File: src/sv/stnh_pkg.sv
// shared types, widths and codes of the segment / triangle nearest hit unit
// no dependencies; used by stnh_mac, stnh_div and the top level
package stnh_pkg;

	localparam int COORD_W = 32;              // Q16.16 coordinate
	localparam int HALF_W  = 18;              // multiplier operand split
	localparam int A_W     = 52;              // wide multiplier operand
	localparam int B_W     = 2 * HALF_W;      // narrow multiplier operand
	localparam int PART_W  = A_W + HALF_W;    // product with the upper half
	localparam int PROD_W  = PART_W + HALF_W; // full product
	localparam int ACC_W   = PROD_W + 2;      // sum of three products
	localparam int D_W     = 68;              // plane distances
	localparam int Q_W     = 17;              // Q1.16 fraction incl. 1.0
	localparam int FRAC_SH = 16;
	localparam int P_W     = COORD_W + 2;     // crossing point
	localparam int EN_W    = A_W;             // edge normal
	localparam int ACT_W   = 3;

	localparam logic [Q_W-1:0] FRAC_ONE = Q_W'(1) << FRAC_SH;

	localparam logic [ACT_W-1:0] ACT_SEG_START = 3'd0;
	localparam logic [ACT_W-1:0] ACT_SEG_END   = 3'd1;
	localparam logic [ACT_W-1:0] ACT_VERT0     = 3'd2;
	localparam logic [ACT_W-1:0] ACT_VERT1     = 3'd3;
	localparam logic [ACT_W-1:0] ACT_VERT2     = 3'd4;
	localparam logic [ACT_W-1:0] ACT_NORMAL    = 3'd5;

	typedef logic signed [COORD_W-1:0] coord_t;
	typedef coord_t [2:0] vec_t;

	typedef struct packed {
		logic mul_hi;
		logic mul_lo;
		logic acc_en;
		logic acc_load;
		logic acc_sub;
	} mac_ctl_t;

	function automatic logic [1:0] nxt3(input logic [1:0] i);
		return (i == 2'd2) ? 2'd0 : i + 2'd1;
	endfunction

endpackage

File: src/sv/stnh_div.sv
// restoring divider for the crossing fraction, one quotient bit per cycle
// depends on stnh_pkg
module stnh_div (
	input  logic                         clk,
	input  logic                         arst_n,
	input  logic                         start,
	input  logic [stnh_pkg::D_W-1:0]     num,
	input  logic [stnh_pkg::D_W-1:0]     den,
	output logic                         done,
	output logic [stnh_pkg::Q_W-1:0]     quot
);
	localparam int R_W = stnh_pkg::D_W + stnh_pkg::FRAC_SH;
	localparam int C_W = $clog2(stnh_pkg::Q_W);

	logic [R_W-1:0]           rem_q;
	logic [R_W-1:0]           dv_q;
	logic [stnh_pkg::Q_W-1:0] quot_q;
	logic [C_W-1:0]           cnt_q;
	logic                     busy_q;
	logic                     done_q;
	logic                     ge;

	assign ge = rem_q >= dv_q;

	always_ff @(posedge clk or negedge arst_n) begin
		if (!arst_n) begin
			busy_q <= 1'b0;
			done_q <= 1'b0;
			cnt_q  <= '0;
		end else begin
			done_q <= 1'b0;
			if (start) begin
				busy_q <= 1'b1;
				cnt_q  <= '0;
			end else if (busy_q) begin
				if (cnt_q == C_W'(stnh_pkg::Q_W - 1)) begin
					busy_q <= 1'b0;
					done_q <= 1'b1;
				end
				cnt_q <= cnt_q + 1'b1;
			end
		end
	end

	always_ff @(posedge clk) begin
		if (start) begin
			rem_q  <= {num, {stnh_pkg::FRAC_SH{1'b0}}};
			dv_q   <= {den, {stnh_pkg::FRAC_SH{1'b0}}};
			quot_q <= '0;
		end else if (busy_q) begin
			if (ge) begin
				rem_q <= rem_q - dv_q;
			end
			quot_q <= {quot_q[stnh_pkg::Q_W-2:0], ge};
			dv_q   <= dv_q >> 1;
		end
	end

	assign done = done_q;
	assign quot = quot_q;
endmodule

File: config.mk
export PLATFORM = sky130hd
export DESIGN_NAME = stnh_div
export DESIGN_NICKNAME = d
export VERILOG_FILES = /design/src/sv/stnh_pkg.sv /design/src/sv/stnh_div.sv
export SDC_FILE = /design/constraint.sdc
export NUM_CORES = 1
export LEC_CHECK = 0
export BUFFER_PORTS_ARGS = -buffer_cell sky130_fd_sc_hd__buf_2
export CELL_PAD_IN_SITES_DETAIL_PLACEMENT = 1
export CELL_PAD_IN_SITES_GLOBAL_PLACEMENT = 1
export CORE_MARGIN = 2
export CORE_UTILIZATION = 45
export DETAILED_ROUTE_END_ITERATION = 16
export GPL_ROUTABILITY_DRIVEN = 0
export PLACE_DENSITY_LB_ADDON = 0.1
export SYNTH_ARGS = -nofsm -noshare
export SYNTH_HDL_FRONTEND = slang
export SYNTH_SLANG_ARGS = --single-unit
File: constraint.sdc
create_clock -name clk -period 6.2 [get_ports clk]
set_clock_uncertainty 0.15 [all_clocks]
set_input_delay 0.31 -clock clk [delete_from_list [all_inputs] [get_ports clk]]
set_output_delay 0.31 -clock clk [all_outputs]
set_load 0.05 [all_outputs]
## Word-level counts from Yosys, hierarchy flattened

Index checks and enable logic that the tools add are counted.

- Bitwise logic cells: 0
- Div/mod/pow operators: 0
- Shift operators: 0
- Add/sub/neg operators: 2
- Eq/ne operators: 1
- Reduce and logical (&&, ||, !) cells: 4
- Muxes and demuxes: 13
- $mul: 0
- Order comparisons: 1

Operator list:

| operator | count |
|---|---|
| $mux 84 | 5 |
| $ge 84x84->1 | 1 |
| $sub 84x84->84 | 1 |
| $mux 5 | 2 |
| $mux 1 | 6 |
| $add 5x1->5 const B | 1 |
| $eq 5x5->1 const B | 1 |
| $reduce_and 2->1 | 2 |
| $reduce_bool 2->1 | 2 |

- Bits of input ports: 139
- Register bits: 192
- Logic and storage cells: 29
- Output and inout port bits: 18
- Latch bits: 0
- Memory bits (writable): 0
- Memories: 0
- Memory bits (read-only): 0

## Depth between registers and ports, before layout

Gate-level depths: netlist (run 1).

- Depth after elaboration: 4
- Gate-level depth with buffers: 16
- Depth with buffers taken out: 14

## Least setup slack after synthesis (run 1)

No wires, ideal clock.

- Path type: register to register
- From: register rem_q[32]
- To: register rem_q[16], enable pin
- Buffers on the path: 2
- Period minus slack after synthesis: 4535 ps
- Stages on the path, launching flop included: 9
- Library setup time: 437 ps
- Slack: 1665 ps
- Arrival time: 3948 ps
- Path through: edfxtp_1 -> ha_1 -> buf_2 -> nand4_1 -> or4_1 -> or4_1 -> a31o_1 -> buf_2 -> nand2b_1

- Word-level cells in the longest chain between the ends: 3

RTL lines:

| element | line | text |
|---|---|---|
| from (decl) | stnh_div.sv:15 | `logic [R_W-1:0] rem_q;` |
| from (signal assigned) | stnh_div.sv:47 | `rem_q <= {num, {stnh_pkg::FRAC_SH{1'b0}}};` |
| from (signal assigned) | stnh_div.sv:52 | `rem_q <= rem_q - dv_q;` |
| $ge 84x84->1 | stnh_div.sv:23 | `assign ge = rem_q >= dv_q;` |
| $reduce_bool 2->1 (no source line) | -- |  |
| $reduce_and 2->1 (no source line) | -- |  |

No other way between the ends.
A chain may end at the register's enable or synchronous reset.

## Worst setup path in the final report (run 1)

- From: register rem_q[21]
- To: register rem_q[28], enable pin

The elaborated chain is that of the path after synthesis.

==> flow_summary.ini, run 1 <==
[clock_tree]
ctsResizeCount = 0
worstSkewPairLatency_ns = 0.47
cts-root-buf = clkbuf_16
cts_tree = built
cts_buffers = 17
htree_levels = 4
cts.clk_slew.worst_paths_ns = 0.09
cts_setup_buffers = 0
clockBufferDepth = 2
cts_sinks = 192

[routing]
avgViaCountPerCell = 5.59
wl_per_cell_um = 18.9
wirelength_um = 40500
vias = 12000
drc_errors = 0
drtIter0Drc = 690
dr.pass1.iters = 5
ant_nets = 0

[critical_path]
cp_common_cell = buf_4
max_stage_delay_ns = 0.58
cp.arrival_ns = 4.88
start_kind = flop
r2r-start = rem_q[21]
r2r_cells = 12
crit_required_ns = 6.21
crit_chain = ha_1 > a21oi_1 > o21a_1 > o221ai_1 > a221o_1 > a211oi_2 > nand2_1 > a21boi_1 > a31o_2 > buf_4 > nand2b_2 > buf_4
path_class = flop to flop
worst_path_max_delay_cell = nand2b_2
cp_max_fo = 55
ff2ff_setup_slack_ns = 1.32
end_kind = flop
r2r_end = rem_q[28]

[timing]
report.final.slew_viol_count = 0
grt_setup_unrepaired = false
tightest_slew_ns = 1.20
hold_viol = 1
whs_ns = -0.000897
slew_headroom_pct = 20.3
setup_tns_ns = 0
post-route-period-util_pct = 78.6
setup_viol = 0
clock.fmax_mhz = 205
fin_crit_ns = 4.88

[finish]
area_growth_pct = 18.1
final_nets = 1970
finish.utilization_pct = 54.0
drive_gt1_share_pct = 12.1
final_common_cell = nand2_1
antenna_cells = 0
most-common-layout-cells = 274 x nand2_1, 160 x o21ai_0, 155 x buf_2
fill_cells = 3511

[placement]
placement.io_buffers = 156
hpwl_um = 28500

[floorplan]
die_y_um = 175
fp.coreArea_um2 = 28800
fp.dieW_um = 175
start_util_pct = 45.7
boundaryPins = 157
num_rows = 62
dieArea_um2 = 30600

[grt]
grt_pass1_vias = 12300
antenna_found_initial = 0
grt_usage_pct = 26.6
grt_max_degree = 112
grt-ovfl-total = 0
grt_first_pass_wirelength_um = 65100

[worst_hold_path]
hold_end = rem_q[73]
min_path_cells = 3
min-delay-start = num[57]
hold_path.class = input pin to flop

[logic_synthesis]
synth_ff_type = edfxtp_1
synth_seq_cells = 192
async_flop_share_pct = 3.65
yosysWarnings = 0
netlist-cell-type-count = 65
synth_fp_nets = 1793
synthCells = 1567
synth_enable_flop_cells = 136
syn_area_um2 = 13200
syn_area_per_cell_um2 = 8.40
seq_area_frac_synth_pct = 39.8

[pwr]
pwr_density_cell_nw_per_um2 = 445
p_leak_nw = 7.00
peakVddDrop_uv = 293

[run_status]
violations = negative hold slack
status = finished with violations

[run]
cap_violations = 0
## cell usage after synthesis (5+ instances only)
master | number | share of area (%)
a221o_1 | 6 | 0.46
xnor2_1 | 44 | 2.9
a21o_1 | 38 | 2.2
o21a_1 | 6 | 0.34
o21ai_1 | 5 | 0.19
a21oi_1 | 133 | 5.1
xor2_1 | 38 | 2.5
and3_1 | 10 | 0.48
inv_1 | 104 | 3.0
buf_2 | 29 | 1.1
o31ai_1 | 30 | 1.7
edfxtp_1 | 136 | 31
ha_1 | 86 | 8.2
nand2_1 | 274 | 7.8
o21bai_1 | 17 | 0.97
a22o_1 | 5 | 0.33
nand3_1 | 9 | 0.34
clkbuf_1 | 59 | 1.7
mux2i_1 | 37 | 2.8
nor2_1 | 127 | 3.6
nor3_1 | 13 | 0.49
a211oi_1 | 6 | 0.34
a31oi_1 | 7 | 0.33
dfrtp_1 | 7 | 1.3
and2_1 | 7 | 0.33
or2_2 | 8 | 0.38
nand4_1 | 44 | 2.1
nand2b_1 | 5 | 0.24
o21ai_0 | 160 | 6.1
dfxtp_1 | 49 | 7.5
o221ai_1 | 6 | 0.40
or3_1 | 6 | 0.29
## sequential cells by signal (all words and copies together), names as in the netlist
name / cells
dv_q: 84
rem_q: 84
quot: 17
cnt_q: 5
busy_q: 1
done: 1
## critical path: cells and delay by family (launching register included)
family / cells / cell delay (ns)
DFF: 1 / 0.43
AOI/OAI and AO/OA: 7 / 1.85
buffers and inverters: 2 / 1.03
and+or+nand+nor: 2 / 0.68
adders and majority gates: 1 / 0.41
## where the power goes
part | switching [mW] | internal (mW) | total, mW
logic | 2.49 | 1.43 | 3.92
clock network | 0.565 | 0.542 | 1.11
registers | 0.117 | 1.77 | 1.89
total | 3.17 | 3.74 | 6.91
## cell families (layout without fill, tap and decap cells)
family / after synthesis / count (layout) / synth area share [%]
compound gates: 451 / 451 / 20.5
fa+ha+maj: 87 / 87 / 8.33
mux: 37 / 37 / 2.81
buf+inv: 198 / 388 / 5.98
flops: 192 / 192 / 39.8
xor+xnor: 82 / 82 / 5.46
simple gates: 520 / 520 / 17.1
## layer usage
metal	wire [um]	up-vias	GRT usage, %
li1	-	5864	-
met1	19600	5826	37.2
met2	18800	243	43.8
met3	1550	38	3.74
met4	508	0	6.18
met5	0	-	0
## stage by stage
step                hold WS (ns)  instance area (um^2)  setup WS [ns]  cells  power (mW)
floorplan                 -0.136                 13200           1.67   1567        4.75
global placement         0.00326                 14100           1.58   2021        5.61
detailed placement       0.00408                 14100           1.40   2021        5.69
CTS                     0.000435                 15500           1.34   2141        6.87
global route              0.0150                 15500          0.987   2141        7.41
finish                 -0.000897                 15500           1.32   2141        6.91
## how the worst max path moves through the flow
stage / slack (ns) / end / start / cells after the start
floorplan: 1.67 / rem_q[16] / rem_q[32] / 8
global placement: 1.58 / rem_q[29] / rem_q[23] / 12
detailed placement: 1.40 / rem_q[30] / dv_q[21] / 13
CTS: 1.34 / rem_q[21] / dv_q[21] / 13
global route: 0.99 / rem_q[28] / rem_q[21] / 12
finish: 1.32 / rem_q[28] / rem_q[21] / 12
## layout make-up
| type | count | area (um^2) | area share (%) |
|---|---|---|---|
| multi-input cells | 1177 | 7130 | 45.9 |
| clock buffers | 19 | 443 | 2.85 |
| repair buffers | 252 | 1730 | 11.1 |
| flip-flops and latches | 192 | 5240 | 33.7 |
| well taps | 384 | 480 | 3.09 |
| inverters | 104 | 390 | 2.51 |
| clock inverters | 13 | 119 | 0.765 |
## repair_timing
action | 4_1_cts | 5_1_grt
endpoints found under the hold margin | 94 | 0
hold buffers | 88 | 0
setup endpoints to repair | 0 | 0
No activity file was read; power rests on OpenSTA's default activity.
==> run 2: changes to the inputs <==
--- a/config.mk
+++ b/config.mk
@@ -5,11 +5,12 @@
 export SDC_FILE = /design/constraint.sdc
 export NUM_CORES = 1
 export LEC_CHECK = 0
+export ABC_AREA = 1
 export BUFFER_PORTS_ARGS = -buffer_cell sky130_fd_sc_hd__buf_2
 export CELL_PAD_IN_SITES_DETAIL_PLACEMENT = 1
 export CELL_PAD_IN_SITES_GLOBAL_PLACEMENT = 1
 export CORE_MARGIN = 2
-export CORE_UTILIZATION = 45
+export CORE_UTILIZATION = 43
 export DETAILED_ROUTE_END_ITERATION = 16
 export GPL_ROUTABILITY_DRIVEN = 0
 export PLACE_DENSITY_LB_ADDON = 0.1
==> constraint.sdc (replaced) <==
create_clock -name clk -period 5.1 [get_ports clk]
set_clock_uncertainty 0.15 [all_clocks]
set_input_delay 0.255 -clock clk [delete_from_list [all_inputs] [get_ports clk]]
set_output_delay 0.255 -clock clk [all_outputs]
set_load 0.05 [all_outputs]
==> run 2 against run 1 <==
The flow now finishes without violations. Largest power group unchanged. Clock power increased by 32%. Count of clock-buffer cells in the layout increased by 2. Register-to-register slack improved by 0.06 ns. First-iteration DRC count increased by 69%. Sequential share of layout area decreased by 6.5 points. Routed wire length increased by 60%. Critical path type unchanged. Synthesized area increased by 24%. Final cell count increased by 60%. Hold slack improved by 0.024 ns. Utilization decreased by 2.8 points.
==> flow_summary.ini, run 2 <==
[critical_path]
cp_max_fo = 40
cp.arrival_ns = 3.68
ff2ff_setup_slack_ns = 1.39
path_class = flop to flop
end_kind = flop
r2r_end = rem_q[38]
r2r_cells = 14
crit_required_ns = 5.07
r2r-start = rem_q[19]
start_kind = flop

[routing]
avgViaCountPerCell = 5.18
drc_errors = 0
dr.pass1.iters = 5
ant_nets = 0
wl_per_cell_um = 19.0
wirelength_um = 64800
vias = 17700
drtIter0Drc = 1169

[grt]
grt_first_pass_wirelength_um = 101000
grt-ovfl-total = 0
grt_usage_pct = 33.6
antenna_found_initial = 0
grt_max_degree = 87
grt_pass1_vias = 18400

[pwr]
p_leak_nw = 10.3
swShare_pct = 55.0
internal_power_mw = 5.18
clockPowerShare_pct = 12.7
power_frac_comb_pct = 66.9
pwr_density_cell_nw_per_um2 = 599
peakVddDrop_uv = 297
net-switching-power_mw = 6.33
power.total_mw = 11.5
seq_power_share_pct = 20.4

[finish]
final_nets = 3123
area_growth_pct = 18.0
antenna_cells = 0
most-common-layout-cells = 982 x nand2_1, 558 x inv_1, 238 x nor2_1
final_common_cell = nand2_1
drive_gt1_share_pct = 8.52
finish.utilization_pct = 51.2

[clock_tree]
htree_levels = 4
clockBufferDepth = 2
cts_tree = built
hold_buffers = 101
cts-root-buf = clkbuf_16
cts_buffers = 17
cts_sinks = 192
worstSkewPairLatency_ns = 0.49
cts.clk_slew.worst_paths_ns = 0.08
cts_setup_buffers = 0
ctsResizeCount = 0

[logic_synthesis]
synth_fp_nets = 2887
yosysTopAreaCell = edfxtp_1
synth_common_cells = 983 x nand2_1, 558 x inv_1, 239 x nor2_1
synth_seq_cells = 192
post-synth-top-count-cell = nand2_1
netlist-cell-type-count = 35
syn_area_per_cell_um2 = 6.12
async_flop_share_pct = 3.65
yosys.area.top_type_share_pct = 25.1
synth_enable_flop_cells = 136
synth_ff_type = edfxtp_1
synthCells = 2661
yosysWarnings = 0
synthTopCellsByArea = edfxtp_1 25%, nand2_1 23%, inv_1 13%, ha_1 6.6%, dfxtp_1 6.0%
syn_area_um2 = 16300
seq_area_frac_synth_pct = 32.2

[timing]
clock.fmax_mhz = 269
whs_ns = 0.0227
tightest_slew_ns = 0.900
setup_tns_ns = 0
post-route-period-util_pct = 72.8
hold_viol = 0
fin_crit_ns = 3.71
setup_viol = 0
grt_setup_unrepaired = false
slew_headroom_pct = 40.0
report.final.slew_viol_count = 0

[run_status]
status = finished, final reports clean

[worst_hold_path]
min_path_cells = 5
hold_end = rem_q[27]
min-delay-start = num[11]
hold_path.class = input pin to flop

[floorplan]
fp.dieW_um = 199
die_y_um = 199
fp.coreArea_um2 = 37500
boundaryPins = 157
num_rows = 71
dieArea_um2 = 39400
start_util_pct = 43.4

[run]
cap_violations = 0

[placement]
hpwl_um = 51500
placement.io_buffers = 156
==> run 2: cell types whose count changed after synthesis, sizes merged, moves of 21 or more <==
cell / before / now
mux2i: 37 / 0
a21o: 38 / 0
buf: 35 / 13
nor2: 127 / 252
xnor2: 44 / 22
xor2: 38 / 8
inv: 104 / 583
clkbuf: 59 / 38
o31ai: 30 / 0
o21ai: 166 / 130
nand2: 274 / 985
o22ai: 3 / 30
nand3: 9 / 115
==> run 2: critical path: stages, from the launching register on <==
cell and delay [ns]:
edfxtp_1 0.49, ha_1 0.47, nand2_1 0.15, nor2_2 0.22, inv_2 0.07, nor2_4 0.13
nand3_1 0.14, nand3_1 0.18, nand2_1 0.11, nand3_2 0.08, nand2_1 0.09, nand2_4 0.27
o21ai_4 0.09, inv_2 0.11, buf_4 0.55
==> run 2: through the flow <==
stage | instances | setup slack, ns | cell area [um^2]
6_report | 3421 | 1.39 | 19200
3_3_place_gp | 3288 | 1.57 | 17600
4_1_cts | 3421 | 1.42 | 19200
2_1_floorplan | 2661 | 1.46 | 16300
5_1_grt | 3421 | 1.23 | 19200
3_5_place_dp | 3288 | 1.45 | 17600
==> run 2: worst max path at each step <==
stage / startpoint / end / slack (ns) / depth (start not counted)
finish: rem_q[19] / rem_q[38] / 1.39 / 14
global placement: rem_q[19] / rem_q[25] / 1.57 / 14
detailed placement: rem_q[19] / rem_q[41] / 1.45 / 14
global route: rem_q[19] / rem_q[32] / 1.23 / 14
floorplan: start / dv_q[16] / 1.46 / 4
CTS: rem_q[19] / rem_q[32] / 1.42 / 14
==> run 2: power by group through the flow <==
stage               clock network (mW)  registers [mW]  logic (mW)
detailed placement                   0            2.38        7.40
global route                      1.53            2.39        8.48
finish                            1.46            2.35        7.70
CTS                               1.49            2.35        7.54
floorplan                            0            2.36        5.00
global placement                     0            2.35        7.19
==> run 2: cell type report <==
| type | instances | area, um^2 |
|---|---|---|
| clock buffer | 21 | 503 |
| clock inverter | 11 | 136 |
| fill | 5192 | 18300 |
| inverter | 591 | 2220 |
| multi-input combinational | 1827 | 8590 |
| sequential | 192 | 5240 |
| tap | 511 | 639 |
| timing repair buffer | 268 | 1880 |
==> run 2: routing by layer <==
layer	global-route usage (%)	up-vias	routed length, um
met1	44.3	8532	29100
met2	55.6	458	30000
li1	-	8635	-
met3	4.07	105	3240
met4	14.0	0	2500
met5	0	-	0
==> run 2: logic make-up (layout without fill, tap and decap cells) <==
logic type	Yosys count	count (layout)	synth area share (%)
fa+ha+maj	87	87	6.73
compound gates	283	283	9.15
simple gates	1427	1427	35.2
flops	192	192	32.2
buf+inv	642	891	15.1
xor+xnor	30	30	1.61
